==> config.mk <==
export PLATFORM = sky130hd
export DESIGN_NAME = seven_segment_scan_controller_unit
export DESIGN_NICKNAME = d
export VERILOG_FILES = /design/src/sssc_pkg.sv /design/src/sssc_store.sv /design/src/sssc_bcd_unit.sv /design/src/seven_segment_scan_controller_unit.sv
export SDC_FILE = /design/constraint.sdc
export NUM_CORES = 1
export LEC_CHECK = 0
export BUFFER_PORTS_ARGS = -buffer_cell sky130_fd_sc_hd__buf_2
export CORE_MARGIN = 3
export CORE_UTILIZATION = 46
export CTS_BUF_LIST = sky130_fd_sc_hd__clkbuf_8
export DETAILED_ROUTE_END_ITERATION = 7
export PLACE_DENSITY = 0.65
export SLEW_MARGIN = 25
export SYNTH_ARGS = -nofsm -noshare
export SYNTH_HDL_FRONTEND = slang
export SYNTH_HIERARCHICAL = 1
export SYNTH_SLANG_ARGS = --single-unit
==> constraint.sdc <==
create_clock -name clk -period 2.8 [get_ports clk]
set_input_delay 0.14 -clock clk [delete_from_list [all_inputs] [get_ports clk]]
set_output_delay 0.14 -clock clk [all_outputs]
set_load 0.1 [all_outputs]
==> src/sssc_pkg.sv <==
`default_nettype none
package sssc_pkg;

    localparam int DIGITS = 8;
    localparam int ADDR_W = (DIGITS > 1) ? $clog2(DIGITS) : 1;
    localparam int IDX_W = 3;
    localparam int NIB_W = 4 * DIGITS;
    localparam longint DEC_TOP = longint'(10) ** DIGITS;
    localparam longint DEC_MAX = DEC_TOP - 1;
    localparam longint DEC_MIN = -(DEC_TOP / 10 - 1);
    localparam int MAG_W = $clog2(DEC_TOP);
    localparam int CNT_W = $clog2(MAG_W);

    localparam logic [7:0] DASH = 8'h40;

    localparam logic [2:0] REQ_TICK = 3'd0;
    localparam logic [2:0] REQ_RAW = 3'd1;
    localparam logic [2:0] REQ_HEXD = 3'd2;
    localparam logic [2:0] REQ_HEXW = 3'd3;
    localparam logic [2:0] REQ_DEC = 3'd4;
    localparam logic [2:0] REQ_CLEAR = 3'd5;
    localparam logic [2:0] REQ_READ = 3'd6;

    typedef enum logic [2:0] {
        ST_IDLE,
        ST_CONV,
        ST_WRITE,
        ST_SHIFT,
        ST_LATCH,
        ST_READ
    } state_t;

    typedef struct packed {
        logic              we;
        logic              clr;
        logic [ADDR_W-1:0] addr;
        logic [7:0]        data;
    } sssc_wr_t;

    function automatic logic [7:0] glyph(input logic [3:0] nib);
        logic [7:0] code;
        unique case (nib)
            4'h0: code = 8'hc0;
            4'h1: code = 8'hf9;
            4'h2: code = 8'ha4;
            4'h3: code = 8'hb0;
            4'h4: code = 8'h99;
            4'h5: code = 8'h92;
            4'h6: code = 8'h82;
            4'h7: code = 8'hf8;
            4'h8: code = 8'h80;
            4'h9: code = 8'h90;
            4'ha: code = 8'h88;
            4'hb: code = 8'h83;
            4'hc: code = 8'hc6;
            4'hd: code = 8'ha1;
            4'he: code = 8'h86;
            4'hf: code = 8'h8e;
            default: code = 8'hc0;
        endcase
        return ~code;
    endfunction

endpackage
`default_nettype wire

==> src/sssc_store.sv <==
`default_nettype none
module sssc_store import sssc_pkg::*;
(
    input  wire logic              clk,
    input  wire logic              rst_n,
    input  wire sssc_wr_t          wr,
    input  wire logic [ADDR_W-1:0] rd_addr,
    output logic [7:0]             rd_data
);

    logic [7:0] seg_reg [DIGITS];

    always_ff @(posedge clk or negedge rst_n)
    begin
        if (!rst_n)
        begin
            for (int i = 0; i < DIGITS; i++)
            begin
                seg_reg[i] <= '0;
            end
        end
        else if (wr.clr)
        begin
            for (int i = 0; i < DIGITS; i++)
            begin
                seg_reg[i] <= '0;
            end
        end
        else if (wr.we)
        begin
            seg_reg[wr.addr] <= wr.data;
        end
    end

    assign rd_data = seg_reg[rd_addr];

endmodule
`default_nettype wire

==> src/sssc_bcd_unit.sv <==
`default_nettype none
module sssc_bcd_unit import sssc_pkg::*;
(
    input  wire logic             clk,
    input  wire logic             rst_n,
    input  wire logic             start,
    input  wire logic [MAG_W-1:0] mag,
    output logic                  done,
    output logic [NIB_W-1:0]      bcd
);

    logic [MAG_W-1:0] bin_reg;
    logic [MAG_W-1:0] bin_next;
    logic [NIB_W-1:0] bcd_reg;
    logic [NIB_W-1:0] bcd_next;
    logic [CNT_W-1:0] cnt_reg;
    logic [CNT_W-1:0] cnt_next;
    logic             run_reg;
    logic             run_next;
    logic             done_reg;
    logic             done_next;
    logic [NIB_W-1:0] adj;

    // Shift-and-add-three: every digit of five or more gets three added
    // before the whole word moves one place to the left.
    always_comb
    begin
        for (int d = 0; d < DIGITS; d++)
        begin
            adj[4*d +: 4] = (bcd_reg[4*d +: 4] >= 4'd5) ?
                            bcd_reg[4*d +: 4] + 4'd3 : bcd_reg[4*d +: 4];
        end
    end

    always_comb
    begin
        bin_next = bin_reg;
        bcd_next = bcd_reg;
        cnt_next = cnt_reg;
        run_next = run_reg;
        done_next = 1'b0;
        if (start)
        begin
            bin_next = mag;
            bcd_next = '0;
            cnt_next = '0;
            run_next = 1'b1;
        end
        else if (run_reg)
        begin
            bcd_next = {adj[NIB_W-2:0], bin_reg[MAG_W-1]};
            bin_next = {bin_reg[MAG_W-2:0], 1'b0};
            cnt_next = cnt_reg + 1'b1;
            if (cnt_reg == CNT_W'(MAG_W - 1))
            begin
                run_next = 1'b0;
                done_next = 1'b1;
            end
        end
    end

    always_ff @(posedge clk or negedge rst_n)
    begin
        if (!rst_n)
        begin
            run_reg <= 1'b0;
            done_reg <= 1'b0;
            cnt_reg <= '0;
        end
        else
        begin
            run_reg <= run_next;
            done_reg <= done_next;
            cnt_reg <= cnt_next;
        end
    end

    always_ff @(posedge clk)
    begin
        bin_reg <= bin_next;
        bcd_reg <= bcd_next;
    end

    assign done = done_reg;
    assign bcd = bcd_reg;

endmodule
`default_nettype wire

==> src/seven_segment_scan_controller_unit.sv <==
`default_nettype none
// Eight-digit scan controller for a multiplexed seven-segment display. A tick
// request returns nine transfers: the eight segment bits of the digit under
// the scan index, most significant first, then a latch transfer marked last;
// it keeps the block busy, also through any output stall, until the latch
// transfer is taken. A read returns one transfer. Raw, hex digit and clear
// writes finish in the cycle they are accepted. A hex word write stores one
// digit per cycle. A decimal write runs a shift-and-add-three converter one
// bit per cycle over 27 bits and then stores one digit per cycle; an
// out-of-range value skips the conversion. No request is taken while one is
// still in progress.
module seven_segment_scan_controller_unit import sssc_pkg::*;
(
    input  wire logic               clk,
    input  wire logic               rst_n,
    input  wire logic               in_valid,
    output logic                    in_stall,
    input  wire logic [2:0]         req_type,
    input  wire logic [IDX_W-1:0]   digit_index,
    input  wire logic signed [31:0] value,
    output logic                    out_valid,
    input  wire logic               out_stall,
    output logic [2:0]              digit_select,
    output logic                    serial_bit,
    output logic                    latch,
    output logic [7:0]              read_data,
    output logic                    last
);

    state_t            state_reg;
    state_t            state_next;
    logic [2:0]        scan_reg;
    logic [2:0]        scan_next;
    logic [2:0]        sel_reg;
    logic [2:0]        sel_next;
    logic [7:0]        shift_reg;
    logic [7:0]        shift_next;
    logic [2:0]        bit_reg;
    logic [2:0]        bit_next;
    logic [NIB_W-1:0]  nib_reg;
    logic [NIB_W-1:0]  nib_next;
    logic [ADDR_W-1:0] k_reg;
    logic [ADDR_W-1:0] k_next;
    logic              dash_all_reg;
    logic              dash_all_next;
    logic              dash_first_reg;
    logic              dash_first_next;

    logic              in_fire;
    logic              out_fire;
    logic              idx_ok;
    logic              dec_out;
    logic [31:0]       abs_val;
    logic              bcd_start;
    logic              bcd_done;
    logic [NIB_W-1:0]  bcd;
    logic [ADDR_W-1:0] rd_addr;
    logic [7:0]        rd_data;
    sssc_wr_t          wr;

    assign in_stall = (state_reg != ST_IDLE);
    assign in_fire = in_valid && !in_stall;
    assign out_fire = out_valid && !out_stall;
    assign idx_ok = ({1'b0, digit_index} < (IDX_W + 1)'(DIGITS));
    assign dec_out = (longint'(value) > DEC_MAX) || (longint'(value) < DEC_MIN);
    assign abs_val = value[31] ? 32'(-value) : 32'(value);
    assign rd_addr = (req_type == REQ_TICK) ? scan_reg[ADDR_W-1:0]
                                            : digit_index[ADDR_W-1:0];

    sssc_store u_store (
        .clk     (clk),
        .rst_n   (rst_n),
        .wr      (wr),
        .rd_addr (rd_addr),
        .rd_data (rd_data)
    );

    sssc_bcd_unit u_bcd (
        .clk   (clk),
        .rst_n (rst_n),
        .start (bcd_start),
        .mag   (abs_val[MAG_W-1:0]),
        .done  (bcd_done),
        .bcd   (bcd)
    );

    always_comb
    begin
        state_next = state_reg;
        unique case (state_reg)
            ST_IDLE:
            begin
                if (in_fire)
                begin
                    unique case (req_type)
                        REQ_TICK: state_next = ST_SHIFT;
                        REQ_HEXW: state_next = ST_WRITE;
                        REQ_DEC:  state_next = dec_out ? ST_WRITE : ST_CONV;
                        REQ_READ: state_next = ST_READ;
                        default:  state_next = ST_IDLE;
                    endcase
                end
            end
            ST_CONV:
            begin
                if (bcd_done)
                begin
                    state_next = ST_WRITE;
                end
            end
            ST_WRITE:
            begin
                if (k_reg == '0)
                begin
                    state_next = ST_IDLE;
                end
            end
            ST_SHIFT:
            begin
                if (out_fire && bit_reg == 3'd7)
                begin
                    state_next = ST_LATCH;
                end
            end
            ST_LATCH, ST_READ:
            begin
                if (out_fire)
                begin
                    state_next = ST_IDLE;
                end
            end
            default: state_next = ST_IDLE;
        endcase
    end

    always_comb
    begin
        scan_next = scan_reg;
        sel_next = sel_reg;
        shift_next = shift_reg;
        bit_next = bit_reg;
        nib_next = nib_reg;
        k_next = k_reg;
        dash_all_next = dash_all_reg;
        dash_first_next = dash_first_reg;
        bcd_start = 1'b0;
        wr = '0;
        out_valid = 1'b0;
        digit_select = '0;
        serial_bit = 1'b0;
        latch = 1'b0;
        read_data = '0;
        last = 1'b0;
        unique case (state_reg)
            ST_IDLE:
            begin
                if (in_fire)
                begin
                    unique case (req_type)
                        REQ_TICK:
                        begin
                            sel_next = scan_reg;
                            shift_next = rd_data;
                            bit_next = '0;
                        end
                        REQ_RAW:
                        begin
                            wr.we = idx_ok;
                            wr.addr = digit_index[ADDR_W-1:0];
                            wr.data = value[7:0];
                        end
                        REQ_HEXD:
                        begin
                            wr.we = idx_ok && !value[31];
                            wr.addr = digit_index[ADDR_W-1:0];
                            wr.data = glyph(value[3:0]);
                        end
                        REQ_HEXW:
                        begin
                            nib_next = value[NIB_W-1:0];
                            k_next = ADDR_W'(DIGITS - 1);
                            dash_all_next = 1'b0;
                            dash_first_next = 1'b0;
                        end
                        REQ_DEC:
                        begin
                            k_next = ADDR_W'(DIGITS - 1);
                            dash_all_next = dec_out;
                            dash_first_next = value[31];
                            bcd_start = !dec_out;
                        end
                        REQ_CLEAR:
                        begin
                            wr.clr = 1'b1;
                        end
                        REQ_READ:
                        begin
                            shift_next = idx_ok ? rd_data : 8'h00;
                        end
                        default:
                        begin
                            wr = '0;
                        end
                    endcase
                end
            end
            ST_CONV:
            begin
                if (bcd_done)
                begin
                    nib_next = bcd;
                end
            end
            ST_WRITE:
            begin
                wr.we = 1'b1;
                wr.addr = k_reg;
                wr.data = (dash_all_reg || (dash_first_reg && k_reg == '0)) ?
                          DASH : glyph(nib_reg[3:0]);
                nib_next = nib_reg >> 4;
                k_next = k_reg - 1'b1;
            end
            ST_SHIFT:
            begin
                out_valid = 1'b1;
                digit_select = sel_reg;
                serial_bit = shift_reg[7];
                if (out_fire)
                begin
                    shift_next = {shift_reg[6:0], 1'b0};
                    bit_next = bit_reg + 1'b1;
                end
            end
            ST_LATCH:
            begin
                out_valid = 1'b1;
                digit_select = sel_reg;
                latch = 1'b1;
                last = 1'b1;
                if (out_fire)
                begin
                    scan_next = (sel_reg == 3'(DIGITS - 1)) ? 3'd0 : sel_reg + 1'b1;
                end
            end
            ST_READ:
            begin
                out_valid = 1'b1;
                read_data = shift_reg;
                last = 1'b1;
            end
            default:
            begin
                wr = '0;
            end
        endcase
    end

    always_ff @(posedge clk or negedge rst_n)
    begin
        if (!rst_n)
        begin
            state_reg <= ST_IDLE;
            scan_reg <= '0;
            bit_reg <= '0;
            k_reg <= '0;
            dash_all_reg <= 1'b0;
            dash_first_reg <= 1'b0;
        end
        else
        begin
            state_reg <= state_next;
            scan_reg <= scan_next;
            bit_reg <= bit_next;
            k_reg <= k_next;
            dash_all_reg <= dash_all_next;
            dash_first_reg <= dash_first_next;
        end
    end

    always_ff @(posedge clk)
    begin
        sel_reg <= sel_next;
        shift_reg <= shift_next;
        nib_reg <= nib_next;
    end

endmodule
`default_nettype wire
==> reports/summary.txt <==
Status: completed
Final WL: 28200 um
Most used cell along the critical path: mux2_2
Ys flop type: dfrtp_1
CP endpoint kind: register
Initial antenna violation count: 0
Pwr/cell area: 922 nW/um^2
Area of the multi-input gates: 5890 um^2
Clock root buffer: clkbuf_8
Core ar.: 24400 um^2
Crit Path Max Fanout: 16
Clock Latency Late Sink: 0.49 ns
Num rows: 57
Pin count of the biggest net entering global routing: 63
Hold Path Depth: 3
Distinct cells, synth: 79
Num ports: 58
Worst Path Required: 3.04 ns
Sink Count: 194
Seq cells post-synth: 194
Commonest non-fill, non-tap cell in the layout: nand2_1
Period utilisation layout: 0.942
Worst hold path class: in -> reg
Congestion Overflow GR: 0
Top delay family on crit path: multiplexers
Gp weighted congestion: 0.861
Worst Hold Launch: value[17]
Most frequent cells in the layout: nand2_1 (168), a21oi_1 (89), dfrtp_1 (84)
Crit path largest cell delay: 0.53 ns
CTS clk-pin slew, worst paths: 0.13 ns
Max cap viols: 0
Yosys warning count: 6
Hold Path Sink: nib_reg[17]$_DFFE_PP_
Post-Synth Adder-Cell Area: 0.0393
Chip height: 164 um
Vias: 8999
# diodes: 0
Post-DP HPWL: 20100 um
Die ar.: 26800 um^2
H-tree depth reported by CTS: 4
WL/cell: 18.0 um
Largest family of logic cells by synthesized area: compound AO/OA/AOI/OAI gates
Max_slew headroom: 0.504
Reg-to-reg setup timing slack: 0.24 ns
First-pass GRT wire length: 44400 um
Hold Fails Final Rpt: 0
Post-Syn Area: 11500 um^2
Vias per cell: 5.76
Share of layout cells above drive strength 1: 0.215
GRT Overall Usage: 0.209
Initial core utilization: 0.470
Register area: 5010 um^2
Slowest cell on the critical path: dlygate4sd3_1
Ys async rst share: 0.438
Xor/xnor cell area share of the yosys netlist: 0.0229
DR iter-0 viols: 735
TritonCTS clock tree: built
Synth Instances: 1166
Max reg flops: 64
Critical path startpoint category: input pin
Synth Area in Compound Gates: 0.176
Fillers: 2214
Final setup fails: 0
R2R Path Start: state_reg[0]$_DFFE_PN0P_
Pre-Repair DR Iteration Count: 4
Synth Area in Simple Gates: 0.152
Total power: 11900 uW
Critical path arrival: 2.88 ns
Final min period: 2.64 ns
Post-layout net count: 1304
Critical path class: in -> reg
RSZ-0062 raised after global routing: false
Leak: 0.00532 uW
Clock Tree Buf Depth: 2
F_max: 0.379 GHz
Syn_nets: 1244
CP startpoint: req_type[1]
Worst Path Buf+Inv: 3
Synth Area per Inst: 9.83 um^2
Peak supply drop: 0.348 mV
Final antenna-violating net count: 0
Post-synthesis mux area share: 0.119
Buffers on Ports: 57
Num CTS Buffers: 17
Register area share after synthesis: 0.437
Finished Layout Cells: 1563
Worst Reg-to-Reg Cells: 11
Critical path cell sequence: dlygate4sd3_1, buf_2, or2_2, nor2_1, buf_4, mux2_2, mux4_2, mux2_2, mux2_2
Sum Neg Setup Slack: 0 ns
Hold Slack: 0.0429 ns
Fin. max-slew vios: 0
Clock skew: 0.0245 ns
EDFF count, synth: 70
Reg2Reg Capture Point: u_store/seg_reg[6]$_DFFE_PN0P_
DP Cell Count: 1527
Die X-Extent: 164 um
Setup WS pre-CTS: 0.0936 ns
Vias in the first global route: 8311
Drt drc: 0
Area Growth Syn to Fin: 12.7%
Fin worst setup slack: 0.163 ns
Slew @ Worst Pin: 0.740 ns
-- final cells by class --
type | count | share of cell area
inverter | 51 | 0.0148
sequential | 194 | 0.388
tap | 324 | 0.0314
clock inverter | 15 | 0.0173
clock buffer | 17 | 0.0181
multi-input combinational | 834 | 0.457
timing repair buffer | 128 | 0.0735
-- cell usage after synthesis (28+ instances only) --
cell | number | area, um^2
mux2_2 | 51 | 574
dfxtp_1 | 39 | 781
a21oi_1 | 89 | 445
nand2_1 | 168 | 631
dfrtp_1 | 85 | 2130
o21ai_0 | 62 | 310
nor2_1 | 75 | 282
ha_1 | 36 | 450
edfxtp_1 | 70 | 2100
a22oi_1 | 28 | 210
clkbuf_1 | 46 | 173
inv_1 | 51 | 191
mux2i_1 | 34 | 340
-- per-layer routing --
layer  vias up  GRT usage  routed length, um
met5         -          0                  0
met4         0     0.0623                542
met3        36     0.0308               1380
li1       4356          -                  -
met2       227      0.317              12600
met1      4380      0.309              13700
-- power breakdown --
group	switching (uW)	internal (uW)
Sequential	742	4050
Combinational	2920	2160
Clock	1220	802
-- per-stage QoR --
stage,utilization,instance area (um^2)
floorplan,-,11500
global placement,0.509,12400
detailed placement,0.509,12400
CTS,0.529,12900
global route,0.529,12900
finish,0.529,12900
-- worst min-delay path, delay by kind of cell --
family / cells / cell delay (ns)
and+or+nand+nor: 1 / 0.06
buffers and inverters: 1 / 0.17
AOI/OAI and AO/OA: 1 / 0.06
-- timing repair --
action | CTS | global route
resized for setup | 0 | 1
buffers inserted | 0 | 1
hold endpoints to repair | 52 | 0
setup endpoints to repair | 0 | 12
hold buffers | 3 | 0
-- kinds of logic after synthesis --
logic type | count (synthesis)
mux | 103
simple gates | 366
compound gates | 299
buf+inv | 138
fa+ha+maj | 36
xor+xnor | 30
flops | 194
-- how the worst max path moves through the flow --
stage / slack (ns) / end / depth (start not counted)
detailed placement: 0.09 / shift_reg[3]$_DFFE_PP_ / 7
finish: 0.16 / shift_reg[6]$_DFFE_PP_ / 9
global route: 0.02 / u_store/seg_reg[55]$_DFFE_PN0P_ / 9
CTS: 0.07 / shift_reg[7]$_DFFE_PP_ / 8
floorplan: -0.03 / digit_select[0] / 5
global placement: 0.12 / shift_reg[4]$_DFFE_PP_ / 7
Note: power is estimated with default switching activity, not from simulation.
